===== src/hw/rtl/ptc_isqrt.sv =====
`default_nettype none

// Pipelined perfect-square test, one root bit per stage.
module ptc_isqrt #(
    parameter int RB = 31,
    parameter int TW = 1
) (
    input  wire logic              i_clk,
    input  wire logic              i_rst_n,
    input  wire logic              i_en,
    input  wire logic [2*RB-1:0]   i_val,
    input  wire logic [TW-1:0]     i_tag,
    output logic      [TW-1:0]     o_tag,
    output logic                   o_square
);

    logic [RB+1:0]   r_rem  [RB];
    logic [TW-1:0]   r_tag  [RB];
    logic [RB-1:0]   r_root [RB-1];
    logic [2*RB-1:0] r_val  [RB-1];

    genvar k;
    generate
        for (k = 0; k < RB; k++) begin : g_stage
            logic [RB+1:0]   p_rem;
            logic [RB-1:0]   p_root;
            logic [2*RB-1:0] p_val;
            logic [TW-1:0]   p_tag;
            logic [RB+1:0]   cur;
            logic [RB+1:0]   trial;
            logic            ge;
            logic [RB+1:0]   n_rem;

            if (k == 0) begin : g_first
                assign p_rem  = '0;
                assign p_root = '0;
                assign p_val  = i_val;
                assign p_tag  = i_tag;
            end else begin : g_next
                assign p_rem  = r_rem[k-1];
                assign p_root = r_root[k-1];
                assign p_val  = r_val[k-1];
                assign p_tag  = r_tag[k-1];
            end

            // bring down the next two bits, try root*4+1
            assign cur   = {p_rem[RB-1:0], p_val[2*RB-1:2*RB-2]};
            assign trial = {p_root, 2'b01};
            assign ge    = (cur >= trial);
            assign n_rem = ge ? (cur - trial) : cur;

            always_ff @(posedge i_clk) begin
                if (!i_rst_n) begin
                    r_tag[k] <= '0;
                end else if (i_en) begin
                    r_tag[k] <= p_tag;
                end
            end

            always_ff @(posedge i_clk) begin
                if (i_en) begin
                    r_rem[k] <= n_rem;
                end
            end

            if (k < RB-1) begin : g_carry
                always_ff @(posedge i_clk) begin
                    if (i_en) begin
                        r_root[k] <= {p_root[RB-2:0], ge};
                        r_val[k]  <= {p_val[2*RB-3:0], 2'b00};
                    end
                end
            end
        end
    endgenerate

    assign o_tag    = r_tag[RB-1];
    assign o_square = (r_rem[RB-1] == '0);

endmodule

`default_nettype wire


===== config.mk =====
export PLATFORM = sky130hd
export DESIGN_NAME = ptc_isqrt
export DESIGN_NICKNAME = d
export VERILOG_FILES = /design/src/hw/rtl/ptc_isqrt.sv
export SDC_FILE = /design/constraint.sdc
export NUM_CORES = 2
export LEC_CHECK = 0
export ABC_AREA = 0
export BUFFER_PORTS_ARGS = -buffer_cell sky130_fd_sc_hd__buf_2
export CAP_MARGIN = 30
export CORE_AREA = 2 2 410 412
export CTS_BUF_LIST = sky130_fd_sc_hd__clkbuf_16
export DETAILED_ROUTE_END_ITERATION = 7
export DIE_AREA = 0 0 412 414
export HOLD_SLACK_MARGIN = 0.15
export PLACE_DENSITY_LB_ADDON = 0.12
export SLEW_MARGIN = 20
export SYNTH_ARGS = -nofsm -noshare
export SYNTH_HDL_FRONTEND = slang
export SYNTH_SLANG_ARGS = --single-unit

===== constraint.sdc =====
create_clock -name i_clk -period 7.2 [get_ports i_clk]
set_input_delay 1.44 -clock i_clk [delete_from_list [all_inputs] [get_ports i_clk]]
set_output_delay 1.44 -clock i_clk [all_outputs]
set_load 0.03 [all_outputs]

# Word-level counts from Yosys, hierarchy flattened
# Memory sizes are Yosys's and may differ from the RTL's.
# Index checks and enable logic that the tools add are counted.
[classes]
n_addsub = 31
n_lt_le_gt_ge = 31
muxes = 67
bitwise_logic = 31
n_reduce_logical = 1
[ops]
columns = ["op", "count"]
rows = [
  ["$mux W33", 31],
  ["$ge A33 B33 Y1", 30],
  ["$sub A33 B33 Y33", 30],
  ["$mux W1", 36],
  ["$logic_not A33 Y1", 1],
  ["$or A1 B1 Y1", 31],
  ["$sub A2 B1 Y3 const B", 1],
  ["$ge A2 B1 Y1 const B", 1],
]
[totals]
regBits = 0
ram_bits = 3784
inputBits = 66
output_inout_bits = 2
elab_cells = 165
n_memories = 4
[memory_table]
columns = ["memory", "words", "width", "read_ports", "rd_ports_with_merged_regs", "write_ports", "line", "source"]
rows = [
  ["r_val", 30, 60, 30, 0, 30, "20", "logic [2*RB-1:0] r_val [RB-1];"],
  ["r_rem", 31, 33, 31, 0, 31, "17", "logic [RB+1:0] r_rem [RB];"],
  ["r_root", 30, 31, 30, 0, 30, "19", "logic [RB-1:0] r_root [RB-1];"],
  ["r_tag", 31, 1, 31, 0, 31, "18", "logic [TW-1:0] r_tag [RB];"],
]

# Depth between registers and ports, before layout
[depth]
word_depth = 4
depth_mapped = 15
ltp_nobuf = 13

# Least setup slack after synthesis
# OpenSTA, ideal clock, no wires.
[synth_timing]
path_type = "flip-flop to flip-flop"
from = "mem r_rem[4][99] (netlist bit)"
to = "mem r_rem[5][28] (netlist bit), data pin"
setup_ns = 0.258
t_arrival_ns = 3.330
required_ns = 6.942
setup_slack_ns = 3.612
stages_incl_launch_ff = 12
n_path_buf = 0
period_less_slack_ns = 3.588
cell_sequence = "edfxtp_1 -> ha_1 -> nor2b_1 -> o31ai_1 -> a211oi_1 -> o21a_1 -> o211a_1 -> o41ai_1 -> o21ai_0 -> a2111oi_0 -> nand2_1 -> xnor2_1"
[synth_lines]
columns = ["element", "line"]
rows = [
  ["from (decl)", "17"],
]

==> flow_summary.json <==
{
  "status": "completed",
  "routed_wl_um": 221000,
  "synth.most_common_cell": "edfxtp_1",
  "fp.dieW_um": 412,
  "dp_hpwl_um": 152000,
  "switching_share_pct": 29.1,
  "syn_inst": 8456,
  "synth_edf_count": 2345,
  "grt_max_degree": 183,
  "fin_hold_ws_ns": 0.392,
  "gp_congestion": 0.937,
  "timing.fmax_mhz": 228,
  "slew_headroom_pct": 32.2,
  "final_cells": 11000,
  "synth_ff_type": "edfxtp_1",
  "cts_root_buffer": "clkbuf_16",
  "hold_class": "reg2reg",
  "async_flop_share_pct": 0,
  "critPathRequiredTime_ns": 7.81,
  "cts_setup_buffers": 0,
  "cts_hold_buf": 0,
  "leakage_nw": 46.3,
  "ys_seq_area_share_pct": 64.5,
  "routedWlPerCell_um": 20.0,
  "clkLatencyLatePin_ns": 0.88,
  "irDropWorstVdd_v": 0.000285,
  "p_comb_share_pct": 22.3,
  "initial_core_util_pct": 65.7,
  "core_area_sq_mm": 0.166,
  "rows": 150,
  "timing.rr.start": "r_rem[1][51]$_DFFE_PP_",
  "maxSlewViolCount": 0,
  "whs_path_depth": 0,
  "fin_crit_ns": 4.38,
  "clk_path_buf_depth": 3,
  "drc": 0,
  "dieArea_sq_mm": 0.171,
  "portBuffers": 67,
  "grt_pass1_vias": 64500,
  "clock-sinks": 2346,
  "synth_common_cells": "edfxtp_1, inv_1, a21oi_1, nor2_1, ha_1",
  "grt_use_total_pct": 25.8,
  "crit_fanout": 15,
  "die_h_um": 414,
  "yosysWarnings": 0,
  "ant_nets": 0,
  "fin_tns_setup_ns": 0,
  "grt-ovfl-total": 0,
  "setup_ws_ns": 2.82,
  "endpoint": "r_rem[1][96]$_DFFE_PP_",
  "reg2reg_depth": 11,
  "first_pass_iters": 6,
  "worstReg2RegEnd": "r_rem[1][96]$_DFFE_PP_",
  "rrSetupSlack_ns": 2.82,
  "drt_iter0_markers": 5922,
  "ys_types": 87,
  "p_int_mw": 28.2,
  "switchingPower_mw": 11.6,
  "setup_viol": 0,
  "vias_per_cell": 5.95,
  "hold_viol": 0,
  "antenna_found_initial": 1,
  "power.total_mw": 39.9,
  "maxCapViolCount": 0,
  "cp-start-kind": "register",
  "syn_nets": 9052,
  "synth_top_cells_by_area": "edfxtp_1, ha_1, xnor2_1, xor2_1, a21oi_1",
  "end_kind": "register",
  "fin_skew_ns": 0.0445,
  "n_fill_cell": 11100,
  "yosys_register_bits": 2346,
  "crit_arrival_ns": 4.99,
  "synth_area_sq_mm": 0.109,
  "synth_largest_area_cell": "edfxtp_1",
  "dpl.cell_count": 10600,
  "drive_above_1_share_pct": 7.08,
  "cts_buffers": 227,
  "htreeDepth": 4,
  "cellPowerDensity_mw_per_mm2": 332,
  "grt_pass1_wl_um": 349000,
  "avgSynthCellArea_sq_um": 12.9,
  "seqPwrFrac_pct": 47.1,
  "power_frac_clock_pct": 30.6,
  "nNetsFinal": 9242,
  "setup.worst_path.start": "r_rem[1][51]$_DFFE_PP_",
  "area_growth_pct": 9.97,
  "antenna_cells": 0,
  "rsz0062_at_grt": "false",
  "cts_tree": "yes",
  "cts_resized": 0,
  "worst_slew_pin_slew_ns": 1.02,
  "io_pins": 68,
  "worstSetupPathType": "reg2reg",
  "synth_top_area_share_pct": 64.4,
  "clk_pin_slew_ns": 0.07,
  "pre_cts_slack_ns": 2.97,
  "vias": 65800,
  "fin_crit_sh_pct": 60.8
}
[metrics by stage]
stage               util, %  instance area (sq um)
CTS                    72.3                 120000
floorplan                 -                 109000
finish                 72.3                 120000
detailed placement     67.6                 112000
global placement       67.6                 112000
global route           72.3                 120000
[placed cells by master (no fill, tap or decap), types with 89 or more instances in the layout]
cell	n
edfxtp_1	2345
inv_1	714
a21oi_1	565
nor2_1	547
ha_1	530
nand2_1	509
o21ai_0	411
xnor2_1	393
xor2_1	366
nor3_1	243
clkbuf_16	228
a21o_1	211
nand3_1	144
nor4_1	101
nand2b_1	98
o21a_1	89
[worst min-delay path by stage]
| stage | start | to | slack [ns] |
|---|---|---|---|
| final | r_val[0][139]$_DFFE_PP_ | r_val[0][201]$_DFFE_PP_ | 0.39 |
| after global placement | r_val[1][156]$_DFFE_PP_ | r_val[1][218]$_DFFE_PP_ | 0.40 |
| after detailed placement | r_val[0][81]$_DFFE_PP_ | r_val[0][143]$_DFFE_PP_ | 0.40 |
| after global routing | r_val[1][114]$_DFFE_PP_ | r_val[1][176]$_DFFE_PP_ | 0.40 |
| after floorplan | r_val[0][38]$_DFFE_PP_ | r_val[0][100]$_DFFE_PP_ | 0.40 |
| after CTS | r_val[1][114]$_DFFE_PP_ | r_val[1][176]$_DFFE_PP_ | 0.39 |
[flip-flops by register name, summed over array words and instances (netlist names)]
name and flops:
r_tag 31, r_rem 920, r_root 465, r_val 930
[kinds of logic (layout without fill, tap and decap cells)]
group | Yosys count | count (layout) | share of synthesized area [%]
AOI/OAI and AO/OA | 1719 | 1719 | 9.71
xor gates and xnor gates | 759 | 759 | 6.08
adders and majority gates | 530 | 530 | 6.07
buffers and inverters | 834 | 1217 | 2.88
DFF | 2346 | 2346 | 64.5
muxes | 91 | 91 | 0.931
other | 1 | 1 | 0.00343
and+or+nand+nor | 2176 | 2176 | 9.87
[power by group through the flow]
stage	logic (mW)	clock network (mW)	registers (mW)
3_3_place_gp	8.55	0	19.0
6_report	8.89	12.2	18.8
2_1_floorplan	6.67	0	18.4
3_5_place_dp	8.72	0	19.0
5_1_grt	9.87	12.9	19.0
4_1_cts	8.81	12.4	18.8
[layer usage]
metal	vias up	GRT usage (%)	wire (um)
met3	368	3.21	9770
met5	-	0	27
li1	31700	-	-
met1	32000	34.2	93000
met2	1725	45.0	113000
met4	4	7.31	5690
[critical path, stage by stage (launching register included)]
cell	delay, ns
edfxtp_1	0.43
or4_1	0.58
or3_1	0.36
or3_1	0.37
nor3_1	0.25
nor4b_1	0.61
and3_1	0.43
inv_1	0.29
nand3_2	0.21
or3_1	0.30
nor4b_1	0.12
xor2_1	0.15
[final cells by class]
type                            count  area (sq um)  area share, %
Sequential cell                  2346         70400           58.6
Multi-Input combinational cell   5276         35800           29.8
Clock buffer                      228          5710           4.75
Tap cell                         2204          2760           2.29
Inverter                          674          2530           2.11
Clock inverter                    194          2080           1.73
Timing Repair Buffer              121           888          0.739
Note: power is estimated with default switching activity, not from simulation.
